### src/sv/tpf_pkg.sv
// tpf_pkg: shared types, constants and helpers of the tangential propulsion force block.
// Used by tpf_sqrt, tpf_div and the top level; depends on nothing.
package tpf_pkg;

  localparam int NUM_TYPES_DEF       = 4;
  localparam int ATOM_INDEX_BITS_DEF = 20;

  // pipeline depths of the iterative units
  localparam int SQRT_LAT = 32;   // one root bit per stage
  localparam int DIV_LAT  = 33;   // overflow check plus one quotient bit per stage

  // configuration register indexes
  typedef enum logic [2:0] {
    REG_STR_ONE   = 3'd0,
    REG_STR_TWO   = 3'd1,
    REG_STR_THREE = 3'd2,
    REG_STR_FOUR  = 3'd3,
    REG_ALWAYS    = 3'd4,
    REG_LOCAL_CNT = 3'd5
  } reg_idx_e;

  // per-item sideband carried alongside the arithmetic
  typedef struct packed {
    logic [19:0]      idx;
    logic             app;
    logic             last;
    logic             zero;
    logic             sneg;
    logic [31:0]      smag;
    logic [2:0]       dneg;
    logic [2:0][30:0] m;
  } side_t;

  // sign and saturate one force magnitude
  function automatic logic [31:0] force_sat(logic [31:0] q, logic ovf, logic neg, logic zero);
    logic [31:0] mag;
    mag = '0;
    if (zero) begin
      return '0;
    end
    if (neg) begin
      mag = (ovf || q > 32'h8000_0000) ? 32'h8000_0000 : q;
      return 32'(-mag);
    end
    return (ovf || q[31]) ? 32'h7FFF_FFFF : q;
  endfunction

endpackage

### src/sv/tpf_sqrt.sv
// tpf_sqrt: pipelined integer square root, 64-bit radicand, 32-bit root.
// Uses tpf_pkg for the stage count.
module tpf_sqrt
  import tpf_pkg::*;
(
  input  logic        clk_i,
  input  logic        en_i,
  input  logic [63:0] rad_i,
  output logic [31:0] root_o
);

  logic [33:0] rem_q  [SQRT_LAT];
  logic [31:0] root_q [SQRT_LAT];
  logic [63:0] rad_q  [SQRT_LAT];

  // one digit pair per stage: shift in two radicand bits, trial subtract
  for (genvar k = 0; k < SQRT_LAT; k++) begin : g_stage
    logic [33:0] rem_in;
    logic [31:0] root_in;
    logic [63:0] rad_in;
    logic [33:0] rem_sh;
    logic [33:0] trial;

    if (k == 0) begin : g_first
      assign rem_in  = '0;
      assign root_in = '0;
      assign rad_in  = rad_i;
    end else begin : g_next
      assign rem_in  = rem_q[k-1];
      assign root_in = root_q[k-1];
      assign rad_in  = rad_q[k-1];
    end

    assign rem_sh = {rem_in[31:0], rad_in[63:62]};
    assign trial  = {root_in, 2'b01};

    always_ff @(posedge clk_i) begin
      if (en_i) begin
        rad_q[k] <= {rad_in[61:0], 2'b00};
        if (rem_sh >= trial) begin
          rem_q[k]  <= rem_sh - trial;
          root_q[k] <= {root_in[30:0], 1'b1};
        end else begin
          rem_q[k]  <= rem_sh;
          root_q[k] <= {root_in[30:0], 1'b0};
        end
      end
    end
  end

  assign root_o = root_q[SQRT_LAT-1];

endmodule

### config.mk
export PLATFORM = sky130hd
export DESIGN_NAME = tpf_sqrt
export DESIGN_NICKNAME = d
export VERILOG_FILES = /design/src/sv/tpf_pkg.sv /design/src/sv/tpf_sqrt.sv
export SDC_FILE = /design/constraint.sdc
export NUM_CORES = 2
export LEC_CHECK = 0
export BUFFER_PORTS_ARGS = -buffer_cell sky130_fd_sc_hd__buf_2
export CORE_ASPECT_RATIO = 1.2
export CORE_UTILIZATION = 44
export CTS_BUF_LIST = sky130_fd_sc_hd__clkbuf_4
export DETAILED_ROUTE_END_ITERATION = 10
export PLACE_DENSITY = 0.7
export SKIP_CTS_REPAIR_TIMING = 1
export SKIP_LAST_GASP = 1
export SLEW_MARGIN = 15
export SYNTH_ARGS = -nofsm -noshare
export SYNTH_HDL_FRONTEND = slang
export SYNTH_MEMORY_MAX_BITS = 65536
export SYNTH_SLANG_ARGS = --single-unit
### constraint.sdc
create_clock -name clk_i -period 3.6 [get_ports clk_i]
set_clock_uncertainty 0.1 [all_clocks]
set_input_delay 0.54 -clock clk_i [delete_from_list [all_inputs] [get_ports clk_i]]
set_output_delay 0.54 -clock clk_i [all_outputs]
set_load 0.02 [all_outputs]
Yosys cells after proc, flatten, opt, wreduce, memory -nomap -nowiden:

Memory sizes are Yosys's and may differ from the RTL's.
Index checks and enable logic that the tools add are counted.

* register bits after elaboration: 0
* latch bits: 0
* RAM bits: 4096
* memory bits (read-only): 0
* input bits: 66
* output and inout bits: 32
* logic and storage cells: 389
* memories kept: 3

Memory list
* rad_q: depth 32, bits a word 62, read ports 31, clocked after memory_dff 0, write ports 32, line tpf_sqrt.sv:14 `logic [63:0] rad_q [SQRT_LAT];`
* rem_q: depth 32, bits a word 34, read ports 31, clocked after memory_dff 0, write ports 32, line tpf_sqrt.sv:12 `logic [33:0] rem_q [SQRT_LAT];`
* root_q: depth 32, bits a word 32, read ports 32, clocked after memory_dff 0, write ports 32, line tpf_sqrt.sv:13 `logic [31:0] root_q [SQRT_LAT];`

* add/subtract/negate cells: 32
* multiply operators: 0
* divide/modulo/power cells: 0
* $lt $le $gt $ge: 32
* eq/ne operators: 0
* shift operators: 0
* muxes and demuxes: 258
* bitwise operators: 64
* reductions and logical operators: 0

Operators by type and width (number)
* 34-bit two-way mux: 32
* 34-bit >= comparator: 31
* 34-bit subtractor: 31
* 32-bit two-way mux: 32
* 1-bit two-way mux: 194
* 1-bit OR: 64
* 2-bit by 1-bit subtractor with 3-bit output, second input constant: 1
* 2-bit by 1-bit >= comparator with 1-bit output, second input constant: 1

Logic depth before layout (Yosys ltp):

An unclocked memory read counts as a cell.

* depth after elaboration: 6
* gate-level depth with buffers: 15
* depth with buffers taken out: 13

Worst setup path before layout:

Ideal clock, no wire load.

* path kind: register to register
* from: memory rem_q[8][18], in the netlist rem_q[0][290]
* to: memory rem_q[9][3], in the netlist rem_q[0][309], data pin
* data arrival time: 3.581 ns
* path slack: -0.343 ns
* cell stages (with the launch flop): 9
* cells stage by stage: edfxtp_1 or4_1 or3_1 or4_4 or4_4 or4_4 a2111oi_4 buf_4 mux2_1

RTL lines (line)
* from (decl): tpf_sqrt.sv:12

==> out/results.txt <==
The run finished, with violations left. The final reports fail on setup timing. Post-route worst setup slack: -0.180 ns. Among cell families on the critical path, the largest total delay comes from simple AND/OR/NAND/NOR gates.

The tools report the leakage component of the power as 52.2 nW. For the worst setup path, the data arrival time is 4.67 ns. The routed design could run at a clock period as short as 3.78 ns. The run gives 261000 sq um as the die footprint. Highest-delay cell along the critical path: sky130_fd_sc_hd__or4_4.

The area added between synthesis and finish is 17.3%. Source-to-sink clock delay at the later pin of the worst-skew pair: 1.34 ns. The die extent in y was 559 um. Port buffering added 97 buffers. After synthesis, the mean cell area works out to 13.0 sq um. The fraction of registers with async set/reset came out at 0.

The H-tree was split into 6 levels. The mean routed wirelength per cell is 17.6 um, and the worst-case clock buffer depth is 4. The power per cell area works out to 613 nW/um^2.

For this block, the initial DRC count from the detailed router was 4527. For this run, design rule violations remaining after detail routing come to 0. Setup violations remaining at the end of the flow were counted as 27.

The global-route wire length before repair was 376 mm; the maximum number of pins on one net before global-route repair was 161. Setup repair after global routing could not meet its margin everywhere. For the first-pass iteration count of the detailed router, the log shows 6. Pin placement for this block handled 98 I/O pins. For the starting utilization of the core area, the log shows 0.443.

Once placement finished, the instance area stood at 123000 sq um. For the worst flop-to-flop path, the logic depth is 10. Tracing the worst setup path back leads to its startpoint at rem_q[0][291].

The number of failing hold endpoints at the final stage was 0; the sequential-to-total area share from yosys stat was 0.650. The tools report the combined global-route utilization of all metal layers as 0.180. Summed over all layers, the routed wires come to 245 mm.

The tools report the number of antenna violations at the first check in global routing as 4. The routed layout has 72800 vias. The critical path is of the reg -> reg type. TritonCTS built the clock tree. The startpoint identified for the worst register-to-register timing path is rem_q[0][291]. The logic depth of the worst setup path including buffers is 10.

The cell count after synthesis came out at 8738. After synthesis, the cell types taking the most area are sky130_fd_sc_hd__edfxtp_1 (65%), sky130_fd_sc_hd__ha_1 (6.2%), sky130_fd_sc_hd__xor2_1 (3.2%), sky130_fd_sc_hd__xnor2_1 (2.8%), sky130_fd_sc_hd__o21ai_0 (2.3%). The tree is rooted in a sky130_fd_sc_hd__clkbuf_4.

The internal portion of the total power is 57.8 mW. In this run the worst path has a maximum fanout of 7. The commonest non-fill, non-tap cell in the layout was sky130_fd_sc_hd__edfxtp_1. The congestion estimate from routability-driven global placement came to 1.03.

The logs give 0.473 for the fraction of power consumed by sequential logic and 627 for the number of buffers created by CTS. The endpoint identified for the worst register-to-register timing path is rem_q[0][335]. Detailed placement finished with a half-perimeter wire length of 172 mm.

For this run, the post-layout net count is 10700. The portion of total power attributed to the clock network was 0.287; the area fraction of the dominant cell type after synthesis was 0.650. The portion of the clock cycle consumed by the worst path in the final layout works out to 1.05.

The run gives 0.275 as the relative slew slack. The number of nets with antenna violations after routing was 0. The width of the die is 466 um. The most critical setup path has its endpoint at rem_q[0][335]. Leaving out fill and tap cells, the most frequent cells in the layout are sky130_fd_sc_hd__edfxtp_1 (2464), sky130_fd_sc_hd__clkbuf_4 (852), sky130_fd_sc_hd__inv_1 (703). Counting the fill cells in the layout gives 21700. The core footprint was 257000 sq um; the post-synthesis net count was 9366. Via-per-instance ratio: 5.24. The worst setup path is captured at a register.

For flop-to-flop paths, the worst setup slack is -0.18 ns. The worst setup path is launched from a register. The proportion of power drawn by combinational gates came out at 0.240. The tool flagged a number of max-cap violations equal to 0.

Yosys mapped the design onto 87 distinct sky130hd cell types. The fraction of power spent switching nets is 0.295. The total number of yosys warnings came out at 0. After routing the design area is 134000 sq um. The library cell with the largest summed area after synthesis was sky130_fd_sc_hd__edfxtp_1. For this run the aggregate overflow at the end of global routing stands at 0. The number of global-route vias before repair was 73900. At the worst endpoint, the required time is 4.49 ns.

The signal on the critical path passes through or4_4 > or3_4 > or4_4 > or4_4 > or4_4 > a2111oi_4 > inv_2 > nand3_4 > nor4_2 > xor2_1. The number of flip-flops and latches in the synthesized netlist works out to 2465. The slew at the pin with the worst max-slew slack works out to 1.09 ns. The worst hold path belongs to the class in -> reg. The cell that appears most often on the critical path is sky130_fd_sc_hd__or4_4. Clock-pin slew was measured on the worst setup and hold paths at 0.07 ns. The worst path buffer plus inverter count works out to 1. Layout cell share with drive strength beyond 1: 0.196.

The maximum resistive drop on vdd came out at 0.386 mV. Delay contributed by the slowest stage of the critical path: 0.56 ns. Adding up every negative setup slack in the final design gives -2.63 ns.

The initialized floorplan defines 204 standard-cell rows. The most instantiated flip-flop cell in the synthesis netlist was sky130_fd_sc_hd__edfxtp_1. The tools report the number of sinks on the clock net as 2465. The maximum clock frequency was 0.265 GHz; the power spent charging and discharging nets was 24.2 mW.

After synthesis the cells add up to 114000 sq um. For the number of pins with negative max-slew slack in the final report, the log shows 0. Number of flops mapped to enable cells by yosys: 2464.
stage by stage:
step                power [mW]   util  cells  worst slack (ns)  hold WS (ns)
floorplan                 51.4      -   8738            -0.141         0.300
global placement          57.4  0.477  12600            -0.446         0.300
detailed placement        58.0  0.477  12600            -0.382         0.305
CTS                       82.0  0.508  13700            -0.354        -0.907
global route              86.5  0.519  13900            -0.253      -0.00136
finish                    81.9  0.519  13900            -0.180         0.132
registers in the layout (all words and copies together) (netlist names):
signal and flops:
rad_q 992, root_q 528, rem_q 945
synthesized netlist by cell type, types with 87 or more instances:
cell type	instances
sky130_fd_sc_hd__nand2_1	636
sky130_fd_sc_hd__clkbuf_1	165
sky130_fd_sc_hd__a21o_1	208
sky130_fd_sc_hd__nor3_1	234
sky130_fd_sc_hd__o21ai_0	532
sky130_fd_sc_hd__edfxtp_1	2464
sky130_fd_sc_hd__inv_1	706
sky130_fd_sc_hd__nor2b_1	87
sky130_fd_sc_hd__xor2_1	417
sky130_fd_sc_hd__xnor2_1	367
sky130_fd_sc_hd__nand2b_1	111
sky130_fd_sc_hd__nor4_1	102
sky130_fd_sc_hd__nor2_1	492
sky130_fd_sc_hd__or3_1	95
sky130_fd_sc_hd__nand3_1	133
sky130_fd_sc_hd__ha_1	562
sky130_fd_sc_hd__o21a_1	89
sky130_fd_sc_hd__a21oi_1	450
final cells by class:
cell class	instances	area, sq um	share of cell area
diodes	2	5.00	0.0000375
clock buffers	852	6400	0.0479
well taps	3399	4250	0.0318
clock inverters	213	1420	0.0106
multi-input cells	5389	37900	0.283
repair buffers	870	7010	0.0525
inverters	709	2670	0.0200
flip-flops and latches	2465	74000	0.554
per-layer routing:
metal | vias up | GRT usage | part of all wire
met4 | 2 | 0.120 | 0.061
met2 | 1927 | 0.335 | 0.54
li1 | 35300 | - | -
met3 | 721 | 0.0328 | 0.043
met5 | - | 0 | 0.000069
met1 | 34800 | 0.182 | 0.36
how the worst min path moves through the flow:
| stage | start | end | slack, ns | cells past startpoint |
|---|---|---|---|---|
| finish | rad_i[13] | rad_q[0][13] | 0.13 | 2 |
| global placement | rad_q[0][172] | rad_q[0][236] | 0.30 | 0 |
| detailed placement | rad_q[0][45] | rad_q[0][109] | 0.30 | 0 |
| CTS | rad_i[60] | rad_q[0][60] | -0.91 | 1 |
| global route | rad_i[13] | rad_q[0][13] | -0.001 | 2 |
| floorplan | rad_q[0][36] | rad_q[0][100] | 0.30 | 0 |
power by group through the flow:
stage / registers (mW) / clock network, mW / logic (mW)
final: 38.8 / 23.5 / 19.7
after global routing: 39.1 / 25.8 / 21.6
after CTS: 38.7 / 24.5 / 18.9
after detailed placement: 39.3 / 0 / 18.8
after global placement: 39.2 / 0 / 18.2
after floorplan: 38.4 / 0 / 12.9
cells by family after synthesis:
group / synth area share
flops: 0.650
mux: 0.00810
simple gates: 0.0983
buf+inv: 0.0292
xor+xnor: 0.0603
fa+ha+maj: 0.0618
compound gates: 0.0924
(Power assumes the default switching activity.)
